### src/hw/rtl/ppuc_pkg.sv
// ppuc_pkg: shared types and constants for the PNG pixel unpack converter.
// No dependencies.
`timescale 1ns / 1ps
package ppuc_pkg;

  localparam logic [1:0] CMD_DATA  = 2'd0;
  localparam logic [1:0] CMD_PAL   = 2'd1;
  localparam logic [1:0] CMD_ALPHA = 2'd2;

  localparam logic [2:0] CT_GRAY  = 3'd0;
  localparam logic [2:0] CT_RGB   = 3'd2;
  localparam logic [2:0] CT_PAL   = 3'd3;
  localparam logic [2:0] CT_GRAYA = 3'd4;
  localparam logic [2:0] CT_RGBA  = 3'd6;

  localparam logic [2:0] REG_COLOR_TYPE = 3'd0;
  localparam logic [2:0] REG_BIT_DEPTH  = 3'd1;
  localparam logic [2:0] REG_WIDTH      = 3'd2;
  localparam logic [2:0] REG_ROW_BYTES  = 3'd3;
  localparam logic [2:0] REG_HEIGHT     = 3'd4;
  localparam logic [2:0] REG_PAL_ENT    = 3'd5;
  localparam logic [2:0] REG_ALPHA_ENT  = 3'd6;
  localparam logic [2:0] REG_OUT_MODE   = 3'd7;

  typedef struct packed {
    logic [1:0] cmd;
    logic [7:0] data_byte;
    logic [7:0] table_index;
    logic [7:0] entry_red;
    logic [7:0] entry_green;
    logic [7:0] entry_blue;
    logic [7:0] entry_alpha;
  } in_beat_t;

  typedef struct packed {
    logic [7:0] red;
    logic [7:0] green;
    logic [7:0] blue;
    logic [7:0] alpha;
    logic [7:0] gray;
    logic       last_of_run;
    logic       row_end;
    logic       image_end;
    logic       format_error;
  } out_beat_t;

  // One pixel request from the unpacker to the lookup/output stage.
  typedef struct packed {
    logic       use_pal;
    logic [7:0] idx;
    logic [7:0] r;
    logic [7:0] g;
    logic [7:0] b;
    logic [7:0] a;
    logic       last_of_run;
    logic       row_end;
    logic       image_end;
    logic       format_error;
  } pix_req_t;

endpackage

### src/hw/rtl/ppuc_unpack.sv
// ppuc_unpack: byte intake, row/column counters and pixel sequencing.
// Depends on ppuc_pkg.
`timescale 1ns / 1ps
module ppuc_unpack #(
  parameter int MAX_WIDTH = 4096
) (
  input  logic                clk,
  input  logic                rst_n,
  input  logic [2:0]          color_type,
  input  logic [4:0]          bit_depth,
  input  logic [12:0]         image_width,
  input  logic [15:0]         row_bytes,
  input  logic [15:0]         image_height,
  input  logic [8:0]          pal_entries,
  input  logic                byte_valid,
  input  logic [7:0]          byte_in,
  output logic                byte_stall,
  output logic                req_valid,
  output ppuc_pkg::pix_req_t  req,
  input  logic                req_stall
);
  import ppuc_pkg::*;

  logic        busy_r, busy_nxt;
  logic [7:0]  byte_r;
  logic [2:0]  k_r, k_nxt;
  logic [2:0]  nlow_r;           // pixels this low-depth byte yields, minus one
  logic [55:0] buf_r;
  logic [3:0]  bip_r, bip_nxt;
  logic [12:0] col_r, col_nxt;
  logic [15:0] bir_r, bir_nxt;
  logic [15:0] row_r, row_nxt;
  logic [2:0]  kind;
  logic [3:0]  bpp;
  logic        low;
  logic [12:0] width;
  logic [15:0] rb, h;
  logic [2:0]  per_m1;
  logic [12:0] left;
  logic [2:0]  st;
  logic [63:0] pb;
  logic [7:0]  s, rep;
  logic        take, emit_full, last_low, row_done;

  always_comb begin
    kind = (color_type == CT_PAL && pal_entries == 9'd0) ? CT_GRAY : color_type;
    low  = (bit_depth == 5'd1 || bit_depth == 5'd2 || bit_depth == 5'd4);
    bpp  = 4'd0;
    case (kind)
      CT_GRAY:  bpp = (low || bit_depth == 5'd8) ? 4'd1 : (bit_depth == 5'd16 ? 4'd2 : 4'd0);
      CT_RGB:   bpp = (bit_depth == 5'd8) ? 4'd3 : (bit_depth == 5'd16 ? 4'd6 : 4'd0);
      CT_PAL:   bpp = (low || bit_depth == 5'd8) ? 4'd1 : 4'd0;
      CT_GRAYA: bpp = (bit_depth == 5'd8) ? 4'd2 : (bit_depth == 5'd16 ? 4'd4 : 4'd0);
      CT_RGBA:  bpp = (bit_depth == 5'd8) ? 4'd4 : (bit_depth == 5'd16 ? 4'd8 : 4'd0);
      default:  bpp = 4'd0;
    endcase
    width = (32'(image_width) < MAX_WIDTH) ? image_width : 13'(MAX_WIDTH);
    rb = (row_bytes == 16'd0) ? 16'd1 : row_bytes;
    h  = (image_height == 16'd0) ? 16'd1 : image_height;
    per_m1 = (bit_depth == 5'd1) ? 3'd7 : (bit_depth == 5'd2 ? 3'd3 : 3'd1);
    left = width - col_r - 13'd1;
    st = (bit_depth == 5'd16) ? 3'd2 : 3'd1;
  end

  // a byte is taken when the sequencer is free and the lookup stage can take a pixel
  assign byte_stall = busy_r || req_stall;
  assign take = byte_valid && !byte_stall;

  // pixel emission
  always_comb begin
    busy_nxt = busy_r; k_nxt = k_r; bip_nxt = bip_r; col_nxt = col_r;
    bir_nxt = bir_r; row_nxt = row_r;
    req_valid = 1'b0; req = '0; row_done = 1'b0;
    emit_full = 1'b0; last_low = 1'b0;
    pb = {byte_in, buf_r};
    s = '0; rep = '0;
    if (busy_r) begin
      // low-depth byte, one pixel a cycle while the lookup stage does not stall
      case (bit_depth)
        5'd1: s = {7'd0, byte_r[3'd7 - k_r]};
        5'd2: s = {6'd0, byte_r[3'd6 - {k_r[1:0], 1'b0} +: 2]};
        default: s = {4'd0, k_r[0] ? byte_r[3:0] : byte_r[7:4]};
      endcase
      case (bit_depth)
        5'd1: rep = s[0] ? 8'hff : 8'h00;
        5'd2: rep = {4{s[1:0]}};
        default: rep = {2{s[3:0]}};
      endcase
      last_low = (k_r == nlow_r);
      req_valid = 1'b1;
      req.use_pal = (kind == CT_PAL);
      req.idx = s;
      req.r = rep; req.g = rep; req.b = rep; req.a = 8'hff;
      req.row_end = (col_r + 13'd1 == width);
      req.image_end = req.row_end && ({1'b0, row_r} + 17'd1 >= {1'b0, h});
      req.last_of_run = last_low;
      if (!req_stall) begin
        col_nxt = col_r + 13'd1;
        k_nxt = k_r + 3'd1;
        if (last_low) begin
          busy_nxt = 1'b0;
          row_done = 1'b1;
        end
      end
    end else if (take) begin
      if (bpp == 4'd0) begin
        req_valid = 1'b1;
        req.format_error = 1'b1;
        req.last_of_run = 1'b1;
      end else begin
        row_done = 1'b1;
        if (col_r < width) begin
          if (low) begin
            busy_nxt = 1'b1;
            k_nxt = 3'd0;
            row_done = 1'b0;
          end else begin
            bip_nxt = bip_r + 4'd1;
            if (bip_r + 4'd1 >= bpp) begin
              emit_full = 1'b1;
              bip_nxt = 4'd0;
              if (bip_r == 4'd0) pb = {56'd0, byte_in};
              else begin
                pb = {8'd0, buf_r};
                pb[8*bip_r[2:0] +: 8] = byte_in;
              end
              req_valid = 1'b1;
              req.use_pal = (kind == CT_PAL);
              req.idx = pb[7:0];
              req.r = pb[7:0];
              req.g = (kind == CT_RGB || kind == CT_RGBA) ? pb[8*st +: 8] : pb[7:0];
              req.b = (kind == CT_RGB || kind == CT_RGBA) ? pb[16*st +: 8] : pb[7:0];
              req.a = (kind == CT_RGBA) ? pb[24*st +: 8] :
                      (kind == CT_GRAYA ? pb[8*st +: 8] : 8'hff);
              req.row_end = (col_r + 13'd1 == width);
              req.image_end = req.row_end && ({1'b0, row_r} + 17'd1 >= {1'b0, h});
              req.last_of_run = 1'b1;
              col_nxt = col_r + 13'd1;
            end
          end
        end
      end
    end
    if (row_done) begin
      bir_nxt = bir_r + 16'd1;
      if (bir_r + 16'd1 >= rb) begin
        bir_nxt = 16'd0; col_nxt = 13'd0; bip_nxt = 4'd0;
        row_nxt = (row_r + 16'd1 >= h) ? 16'd0 : row_r + 16'd1;
      end
    end
  end

  always_ff @(posedge clk) begin
    if (!rst_n) begin
      busy_r <= 1'b0; k_r <= '0; bip_r <= '0; col_r <= '0; bir_r <= '0; row_r <= '0;
    end else if (!req_stall || !req_valid) begin
      busy_r <= busy_nxt; k_r <= k_nxt; bip_r <= bip_nxt; col_r <= col_nxt;
      bir_r <= bir_nxt; row_r <= row_nxt;
    end
    if (take && !busy_r && (!req_stall || !req_valid)) begin
      byte_r <= byte_in;
      nlow_r <= (left < 13'(per_m1)) ? left[2:0] : per_m1;
      if (!emit_full && bip_r < 4'd7) buf_r[8*bip_r[2:0] +: 8] <= byte_in;
    end
  end
endmodule

### config.mk
export PLATFORM = sky130hd
export DESIGN_NAME = ppuc_unpack
export DESIGN_NICKNAME = d
export VERILOG_FILES = /design/src/hw/rtl/ppuc_pkg.sv /design/src/hw/rtl/ppuc_unpack.sv
export SDC_FILE = /design/constraint.sdc
export NUM_CORES = 1
export LEC_CHECK = 0
export BUFFER_PORTS_ARGS = -buffer_cell sky130_fd_sc_hd__clkbuf_2
export CAP_MARGIN = 20
export CORE_MARGIN = 5
export CORE_UTILIZATION = 61
export CTS_BUF_LIST = sky130_fd_sc_hd__clkbuf_8
export DETAILED_ROUTE_END_ITERATION = 12
export GPL_ROUTABILITY_DRIVEN = 0
export GPL_TIMING_DRIVEN = 0
export PLACE_DENSITY = 0.92
export SYNTH_ARGS = -nofsm -noshare
export SYNTH_HDL_FRONTEND = slang
export SYNTH_SLANG_ARGS = --single-unit
### constraint.sdc
create_clock -name clk -period 12.77 [get_ports clk]
set_clock_uncertainty 0.1 [all_clocks]
set_input_delay 0.6385 -clock clk [delete_from_list [all_inputs] [get_ports clk]]
set_output_delay 0.6385 -clock clk [all_outputs]
set_load 0.05 [all_outputs]
# After elaboration in Yosys (flattened, before gate mapping)
# Index checks and enable logic that the tools add are counted.
[word_totals]
ram_bits = 0
inputBits = 74
memories = 0
register_bits = 120
output_inout_bits = 47
latch_bits = 0
wordCells = 178
rom_bits = 0
[op_classes]
magnitude_cmp = 9
n_mux = 96
n_shift = 8
multipliers = 1
eq_ne = 14
n_bitwise = 0
addsub = 11
div_mod_pow = 0
n_reduce_logical = 30
[ops]
columns = ["operator", "count"]
rows = [
  ["$mux 64", 7],
  ["$mux 44", 4],
  ["$mux 13", 10],
  ["$bwmux 64", 1],
  ["$mux 16", 4],
  ["$shift 8x34->64 const A", 1],
  ["$shiftx 64x6->8", 1],
  ["$shiftx 64x7->8", 1],
  ["$shiftx 64x8->8", 1],
  ["$shiftx 8x34->64", 1],
  ["$bwmux 56", 1],
  ["$shift 8x34->56 const A", 1],
  ["$shiftx 8x34->56", 1],
  ["$mux 8", 6],
  ["$mux 45", 1],
  ["$mux 4", 11],
  ["$mux 41", 1],
  ["$mux 3", 13],
  ["$neg 6->34", 1],
  ["$add 16x1->16 const B", 2],
  ["$ge 16x16->1", 2],
  ["$logic_not 16->1", 2],
  ["$mux 1", 28],
  ["$pmux 4 s5", 1],
  ["40 further kinds", 67],
]

# Depth between registers and ports, before layout
# Gate-level depths: netlist (run 1).
[logic_depth]
word_depth = 22
mapped_depth = 16
ltp_nobuf = 15

# Least setup slack after synthesis (run 1)
# No wires, ideal clock.
[synth_timing]
path_kind = "input to register"
startpoint = "input color_type[1]"
endpoint = "register buf_r[0], enable pin"
cell_stages = 14
setup_time_ps = 712
arrival_ps = 10533
path_slack_ps = 1425
path_buffers = 4
cell_sequence = "buf_2 nor2b_1 clkbuf_1 clkbuf_1 o21ai_0 o211a_1 ha_1 nand2b_1 a21o_1 a21o_1 a21oi_1 nor4_1 clkbuf_1 a2111oi_0"
[synth_between]
elab_chain_len = 16
[synth_lines]
columns = ["element", "line_no", "rtl"]
rows = [
  ["start, declared", "ppuc_unpack.sv:9", "input logic [2:0] color_type,"],
  ["$eq 3x2->1", "ppuc_unpack.sv:46", "kind = (color_type == CT_PAL && pal_entries == 9'd0) ? CT_GRAY : color_type;"],
  ["$logic_and 1x1->1", "ppuc_unpack.sv:46", ""],
  ["$mux 3 *", "ppuc_unpack.sv:46", ""],
  ["$eq 3x3->1 (tied with other cells)", "ppuc_unpack.sv:49", "case (kind)"],
  ["$pmux 4 s5 *", "ppuc_unpack.sv:49", ""],
  ["$ge 4x4->1", "ppuc_unpack.sv:119", "if (bip_r + 4'd1 >= bpp) begin"],
  ["$mux 1", "ppuc_unpack.sv:119", ""],
  ["$mux 1", "ppuc_unpack.sv:113", "if (low) begin"],
  ["$mux 1", "ppuc_unpack.sv:112", "if (col_r < width) begin"],
  ["$mux 1", "ppuc_unpack.sv:106", "if (bpp == 4'd0) begin"],
  ["$mux 1", "ppuc_unpack.sv:105", "end else if (take) begin"],
  ["$mux 1", "ppuc_unpack.sv:77", "if (busy_r) begin"],
  ["$logic_not 1->1", "ppuc_unpack.sv:160", "if (take && !busy_r && (!req_stall || !req_valid)) begin"],
  ["$logic_or 1x1->1", "ppuc_unpack.sv:160", ""],
  ["$logic_and 1x1->1", "ppuc_unpack.sv:160", ""],
  ["$reduce_and 2->1 (no line) *", "-", ""],
  ["end signal, assigned by index", "ppuc_unpack.sv:163", "if (!emit_full && bip_r < 4'd7) buf_r[8*bip_r[2:0] +: 8] <= byte_in;"],
  ["end, declared", "ppuc_unpack.sv:28", "logic [55:0] buf_r;"],
]
# Mark *: on every way between the ends. The rest lies on a longest branch, timed or not.
# A chain may end at the register's enable or synchronous reset.

==> results.py, run 1 <==
metrics = {
    "status": {
        "run_status": "finished clean",
    },
    "grt": {
        "use_met3_pct": 5.32,
        "grt_max_degree": 21,
        "grt.total_usage_pct": 27.4,
        "first_global_vias": 8453,
        "antenna_found_initial": 0,
        "grt-ovfl-total": 0,
        "busiest_layer": "met2",
        "grt_pass1_wl_mm": 40.4,
        "use_met2_pct": 45.2,
        "grt_use_met1_pct": 34.6,
    },
    "cells_and_area": {
        "synthToLayoutAreaGrowth_pct": 12.0,
        "num_antenna_cells": 0,
        "drive_above_1_share_pct": 17.5,
        "nFillCells": 1072,
        "fin_nets": 1379,
    },
    "setup_path": {
        "crit_path_max_fanout": 10,
        "slowest_delay_ns": 0.92,
        "slowest_stage": "a211oi_1",
        "path_cells": "ha_1, nand3_1, nor2_1, and3_1, nand3_1, xnor2_1, ha_1, a21o_1, a21oi_1, o21ai_0, a211oi_1, clkbuf_1, a21boi_1, clkbuf_2",
        "setup.worst_path.start_class": "flop",
        "end_kind": "output pin",
        "cp_data_required_time_ns": 12.03,
        "critPathKind": "flop to output pin",
        "critPathBufInv": 2,
        "arrival_ns": 4.88,
        "cpLargestDelayFamily": "compound AO/OA/AOI/OAI gates",
    },
    "cts": {
        "cts_tree": "done",
        "clk_pin_slew_ns": 0.12,
        "clk_path_buf_depth": 2,
        "cts_hold_buf": 0,
        "post_cts_buffers": 0,
        "clock_sinks": 112,
        "clk_latency_ns": 0.40,
        "cts_root_buf": "clkbuf_8",
        "numCtsBuffers": 9,
        "cts_resized": 0,
        "h-tree-depth": 3,
    },
    "logic_synthesis": {
        "syn_area_per_cell_um2": 8.34,
        "synth_seq_cells": 112,
        "synth_mux_area_share_pct": 8.10,
        "yosys.area_share.simple_pct": 20.8,
        "synth_fp_nets": 1243,
        "seq_area_frac_synth_pct": 30.9,
        "yosysWarnings": 0,
        "synth_top_area_share_pct": 19.3,
        "synth_compound_area_share_pct": 18.0,
        "async_flop_share_pct": 0,
        "synth_area_leaders": "edfxtp_1, dfxtp_1, ha_1",
        "netlist_area_um2": 9160,
        "netlist-cell-type-count": 74,
        "synth_top_cell_by_area": "edfxtp_1",
        "synth_fa_ha_area_share_pct": 9.64,
        "synthXorXnorAreaFrac_pct": 6.69,
        "netlist_instances": 1099,
        "synth_top_family_by_area": "simple AND/OR/NAND/NOR gates",
        "synth_ff_type": "edfxtp_1",
        "synth_edf_count": 59,
    },
    "timing": {
        "period_needed_ns": 5.61,
        "holdWs_ns": 0.396,
        "hold_viol": 0,
        "slew_headroom_pct": 26.5,
        "finalSetupTns_ns": 0,
        "report.final.slew_viol_count": 0,
        "fmax_ghz": 0.178,
        "setup_viol": 0,
        "fin_crit_sh_pct": 44.0,
        "worst_pin_slew_ns": 1.10,
        "rsz0062_at_grt": "no",
    },
    "power": {
        "leakage_nw": 4.56,
        "powerDensity_nw_per_um2": 73.8,
        "p_clk_share_pct": 30.6,
        "power.switching_uw": 226,
        "peakVddDrop_mv": 0.0614,
        "switching_share_pct": 29.9,
        "p_seq_share_pct": 51.5,
        "p_int_uw": 531,
        "pwr-share-comb_pct": 17.9,
    },
    "floorplan": {
        "num_io_pins": 121,
        "die_h_um": 133,
        "rows": 44,
        "core-area_um2": 14600,
        "die_x_um": 133,
        "start_util_pct": 62.6,
        "dieArea_um2": 17600,
    },
    "routing": {
        "dr.pass1.iters": 5,
        "finalWirelength_mm": 25.3,
        "wl_per_cell_um": 17.8,
        "drcViolationCount": 0,
        "drt_iter0_markers": 962,
        "vias": 8977,
        "route.antenna.remaining_nets": 0,
        "viasPerCell": 6.30,
    },
    "placed_design": {
        "dp.final_hpwl_mm": 19.7,
        "portBuffers": 116,
    },
    "flow_run": {
        "maxCapViolCount": 0,
    },
    "hold_path": {
        "holdCritPathClass": "input pin to flop",
    },
}
==> sequential cells by signal (all words and copies together) (netlist names) <==
signal,cells
buf_r,48
bir_r,16
row_r,16
col_r,13
byte_r,8
bip_r,4
k_r,3
nlow_r,3
busy_r,1
==> final cells by class <==
cell class                      instances  area [µm²]  area share [%]
Timing Repair Buffer                  125         649            6.33
Clock buffer                            9         124            1.21
Sequential cell                       112        2830            27.6
Multi-Input combinational cell        848        5800            56.5
Inverter                               88         330            3.22
Buffer                                 51         206            2.01
Tap cell                              184         230            2.24
Clock inverter                          7        87.6           0.854
==> kinds of logic (layout without fill, tap and decap cells) <==
kind of cell | Yosys count | after routing
AOI/OAI and AO/OA | 253 | 253
xor gates and xnor gates | 70 | 70
adders and majority gates | 70 | 70
buffers and inverters | 139 | 280
DFF | 112 | 112
muxes | 65 | 65
and+or+nand+nor | 390 | 390
==> metrics by stage <==
step           instance area, µm²  util, %  total power [mW]  instances  worst slack (ns)
2_1_floorplan                9160        -             0.489       1099              1.43
3_3_place_gp                 9970     68.1             0.527       1399             -2.21
3_5_place_dp                10000     68.6             0.530       1408              7.34
4_1_cts                     10300     70.1             0.753       1424              7.32
5_1_grt                     10300     70.1             0.783       1424              6.96
6_report                    10300     70.1             0.758       1424              7.16
==> final timing paths <==
path	startpoint	to	slack, ns	cells after the start
min reg2reg	row_r[12]	row_r[12]	0.40	2
max	row_r[0]	req[1]	7.16	14
max reg2reg	row_r[0]	row_r[9]	8.20	14
min	byte_in[1]	byte_r[1]	0.40	1
==> routing by layer <==
layer,share of wire (%),vias to the layer above
met2,47,550
met1,39,4136
met5,0,-
li1,-,4197
met4,3.9,0
met3,9.9,94
==> power groups by stage <==
| stage | combinational, mW | sequential (mW) | clock, mW |
|---|---|---|---|
| floorplan | 0.0894 | 0.399 | 0 |
| detailed placement | 0.132 | 0.399 | 0 |
| global route | 0.146 | 0.391 | 0.245 |
| global placement | 0.126 | 0.401 | 0 |
| CTS | 0.133 | 0.390 | 0.230 |
| finish | 0.135 | 0.391 | 0.232 |
==> cells in the final DEF, fill, tap and decap left out, types with 31 or more instances in the layout <==
master,n
nand2_1,137
clkbuf_2,116
inv_1,87
nor2_1,71
ha_1,69
edfxtp_1,59
dfxtp_1,53
a21oi_1,50
nand3_1,46
o21ai_0,46
mux2_2,42
clkbuf_1,38
xnor2_1,36
xor2_1,34
a31oi_1,31
==> worst register-to-register path, cell delays in order, from the launching register on <==
cell and delay [ns]:
dfxtp_1 0.44, ha_1 0.27, nand3_1 0.20, nor2_1 0.34, and3_1 0.31, nand3_1 0.12, xnor2_1 0.30, ha_1 0.31
a21o_1 0.17, a21oi_1 0.12, o21ai_0 0.10, a211oi_1 0.92, clkbuf_1 0.48, a21oi_1 0.14, o22ai_1 0.19
==> synth_stat cells, types with 31 or more instances <==
cell,number
a31oi_1,31
nand2_1,137
nor2_1,71
o21ai_0,46
nand3_1,46
dfxtp_1,53
mux2_2,42
edfxtp_1,59
a21oi_1,50
inv_1,87
xnor2_1,36
clkbuf_1,38
xor2_1,34
ha_1,69
Power figures use the tool's default switching activity.
==> run 2: changes to the inputs <==
--- a/config.mk
+++ b/config.mk
@@ -5,6 +5,7 @@
 export SDC_FILE = /design/constraint.sdc
 export NUM_CORES = 1
 export LEC_CHECK = 0
+export ABC_AREA = 1
 export BUFFER_PORTS_ARGS = -buffer_cell sky130_fd_sc_hd__clkbuf_2
 export CAP_MARGIN = 20
 export CORE_MARGIN = 5
@@ -13,7 +14,7 @@
 export DETAILED_ROUTE_END_ITERATION = 12
 export GPL_ROUTABILITY_DRIVEN = 0
 export GPL_TIMING_DRIVEN = 0
-export PLACE_DENSITY = 0.92
+export PLACE_DENSITY = 0.91
 export SYNTH_ARGS = -nofsm -noshare
 export SYNTH_HDL_FRONTEND = slang
 export SYNTH_SLANG_ARGS = --single-unit
==> constraint.sdc (replaced) <==
create_clock -name clk -period 5.5 [get_ports clk]
set_clock_uncertainty 0.1 [all_clocks]
set_input_delay 0.275 -clock clk [delete_from_list [all_inputs] [get_ports clk]]
set_output_delay 0.275 -clock clk [all_outputs]
set_load 0.05 [all_outputs]
==> run 2 against run 1 <==
Net effect: clock power is 120% higher; largest power group unchanged; highest routed layer unchanged; global-route usage increased by 1.6 points; die area increased by 4.2%; total power rose by 130%; largest cell class unchanged.
==> results.py, run 2 <==
metrics = {
    "routing": {
        "route.antenna.remaining_nets": 0,
        "vias": 10086,
        "drt-met1-wl_mm": 10.4,
        "wl_per_cell_um": 15.5,
        "viasPerCell": 5.82,
        "routed.top_layer": "met4",
        "met3WireLength_mm": 2.50,
        "wl_met2_mm": 13.0,
        "drcViolationCount": 0,
        "drt_iter0_markers": 1298,
        "finalWirelength_mm": 26.8,
        "dr.pass1.iters": 6,
    },
    "logic_synthesis": {
        "synth_compound_area_share_pct": 15.1,
        "yosys.area_share.simple_pct": 28.5,
        "seq_area_frac_synth_pct": 29.6,
        "syn_area_per_cell_um2": 6.94,
        "netlist-cell-type-count": 53,
        "synth_top_family_by_area": "simple AND/OR/NAND/NOR gates",
        "synth_ff_type": "edfxtp_1",
        "synth_fp_nets": 1525,
        "yosysMostFrequentCell": "nand2_1",
        "synth_top_area_share_pct": 18.5,
        "synth_seq_cells": 112,
        "synth_fa_ha_area_share_pct": 9.22,
        "synth_top_cell_by_area": "edfxtp_1",
        "synthXorXnorAreaFrac_pct": 5.49,
        "async_flop_share_pct": 0,
        "netlist_instances": 1381,
        "yosysWarnings": 0,
        "synth_area_leaders": "edfxtp_1, nand2_1, dfxtp_1",
        "netlist_area_um2": 9580,
        "synth_edf_count": 59,
        "synth_mux_area_share_pct": 1.76,
        "ys_top_cells_by_count": "nand2_1, inv_1, nor2_1, o21ai_0, a21oi_1",
    },
    "hold_path": {
        "holdCritPathClass": "input pin to flop",
        "min_path_cells": 1,
    },
    "floorplan": {
        "core-area_um2": 15300,
        "rows": 45,
        "die_h_um": 135,
        "num_io_pins": 121,
        "dieArea_um2": 18300,
        "die_x_um": 135,
        "start_util_pct": 62.6,
    },
    "status": {
        "run_status": "finished clean",
    },
    "cells_and_area": {
        "regArea_um2": 2830,
        "fin_nets": 1662,
        "synthToLayoutAreaGrowth_pct": 11.8,
        "num_antenna_cells": 0,
        "largest_reg_flops": 48,
        "layout_commonest_cell": "nand2_1",
        "fin_util_pct": 69.9,
        "layout_common_cells": "nand2_1, inv_1, clkbuf_2, nor2_1, o21ai_0",
        "nFillCells": 1302,
        "final_cells": 1734,
        "drive_above_1_share_pct": 14.1,
        "multi_input_area_um2": 5750,
    },
    "power": {
        "leakage_nw": 5.35,
        "switching_share_pct": 29.1,
        "p_seq_share_pct": 53.2,
        "p_clk_share_pct": 29.7,
        "power.total_mw": 1.71,
        "powerDensity_nw_per_um2": 159,
        "pwr-share-comb_pct": 17.2,
        "power.switching_uw": 497,
        "p_int_mw": 1.21,
        "peakVddDrop_mv": 0.135,
    },
    "setup_path": {
        "critPathBufInv": 10,
        "slowest_stage": "clkbuf_1",
        "path_cells": "clkbuf_2, inv_1, nand2_1, inv_1, nand3_2, inv_2, clkbuf_1, nand2_1, ha_1, nand2_1, inv_1, o21ai_0, nand3_1, nand2_1, nor2_2, nand3_4, buf_6, buf_4, o21ai_1, buf_4, clkbuf_2",
        "end_kind": "output pin",
        "arrival_ns": 3.99,
        "critPathKind": "input pin to output pin",
        "cpLargestDelayFamily": "buffers and inverters",
        "critical_path_depth": 21,
        "worstRegToRegCells": 21,
        "slowest_delay_ns": 0.42,
        "cpMostUsedCell": "nand2_1",
        "cp_data_required_time_ns": 5.12,
        "setup.worst_path.start_class": "input pin",
        "crit_path_max_fanout": 10,
    },
    "timing": {
        "hold_viol": 0,
        "finalSetupTns_ns": 0,
        "rsz0062_at_grt": "no",
        "slew_headroom_pct": 57.8,
        "fin_crit_sh_pct": 79.4,
        "fmax_ghz": 0.229,
        "setup_viol": 0,
        "report.final.slew_viol_count": 0,
        "period_needed_ns": 4.37,
        "worst_pin_slew_ns": 0.632,
    },
    "grt": {
        "antenna_found_initial": 0,
        "grt-ovfl-total": 0,
        "grt.total_usage_pct": 29.1,
        "grt_max_degree": 39,
        "first_global_vias": 9617,
        "grt_pass1_wl_mm": 44.0,
    },
    "cts": {
        "post_cts_buffers": 0,
        "cts_resized": 0,
        "clk_pin_slew_ns": 0.09,
        "clk_path_buf_depth": 2,
        "clk_latency_ns": 0.40,
        "h-tree-depth": 3,
        "cts_tree": "done",
        "clock_sinks": 112,
        "numCtsBuffers": 9,
        "cts_root_buf": "clkbuf_8",
        "cts_hold_buf": 6,
    },
    "flow_run": {
        "maxCapViolCount": 0,
    },
    "placed_design": {
        "dp.cells": 1711,
        "dp.final_hpwl_mm": 21.1,
        "portBuffers": 118,
    },
}
==> run 2: changes by cell type in the layout (fill, tap and decap cells not counted), moves of 23 or more <==
cell | previous run | this run
nor2_1 | 71 | 118
o21ai_1 | 9 | 32
mux2_2 | 42 | 15
nand2_1 | 137 | 328
o21ai_0 | 46 | 101
xnor2_1 | 36 | 10
a21oi_1 | 50 | 85
a31oi_1 | 31 | 2
inv_1 | 87 | 188
nand4_1 | 6 | 40
==> run 2: metal layers <==
metal  GRT usage [%]  vias to the layer above
met3            6.28                      107
met2            51.5                      539
met1            35.0                     4573
li1                -                     4867
met4            9.85                        0
met5               0                        -
==> run 2: path summary, 6_finish.rpt <==
path	startpoint	endpoint	slack [ns]
worst max-delay path	bit_depth[1]	req[36]	1.13
worst min-delay path	byte_in[5]	byte_r[5]	0.02
worst max register to register	row_r[0]	row_r[3]	1.56
worst min register to register	bir_r[13]	bir_r[13]	0.38
==> run 2: layout make-up <==
cell class / instances / area share [%]
buffer: 50 / 2.39
inverter: 198 / 6.94
tap: 211 / 2.46
sequential: 112 / 26.4
clock buffer: 9 / 1.16
timing repair buffer: 126 / 6.36
multi-input combinational: 1021 / 53.7
clock inverter: 7 / 0.572
==> run 2: power by group through the flow <==
stage	Sequential, mW	Combinational [mW]	Clock (mW)
after detailed placement	0.926	0.283	0
final	0.907	0.293	0.506
after global placement	0.926	0.272	0
after floorplan	0.924	0.196	0
after global routing	0.909	0.326	0.540
after CTS	0.907	0.289	0.500
==> run 2: cells by family after synthesis <==
kind of cell,after synthesis
AO/OA/AOI/OAI,264
XOR/XNOR,60
adder cells (fa/ha/maj),70
buffers and inverters,248
flip-flops,112
multiplexers,15
AND/OR/NAND/NOR,612
==> run 2: worst register-to-register path, stage by stage (launching register included) <==
cell and delay (ns):
dfxtp_1 0.38, inv_1 0.10, nor3_2 0.27, nand3_1 0.16
nor2_1 0.12, nand2_1 0.09, nor2_1 0.22, nand2_1 0.13
nor3_1 0.19, xor2_1 0.13, ha_1 0.34, nand4_1 0.10
inv_1 0.08, nand4_1 0.12, or3_1 0.35, a21oi_1 0.15
nor2_1 0.05, nand2_1 0.08, inv_1 0.13, clkbuf_1 0.29
a21oi_1 0.22, nor2_1 0.06
==> run 2: stage by stage <==
step	worst slack [ns]	hold WS, ns	cell area [µm²]
4_1_cts	1.28	0.00451	10700
2_1_floorplan	1.73	0.274	9580
5_1_grt	0.942	0.00245	10700
6_report	1.13	0.0165	10700
3_5_place_dp	1.38	0.363	10500
3_3_place_gp	0.637	0.354	10400
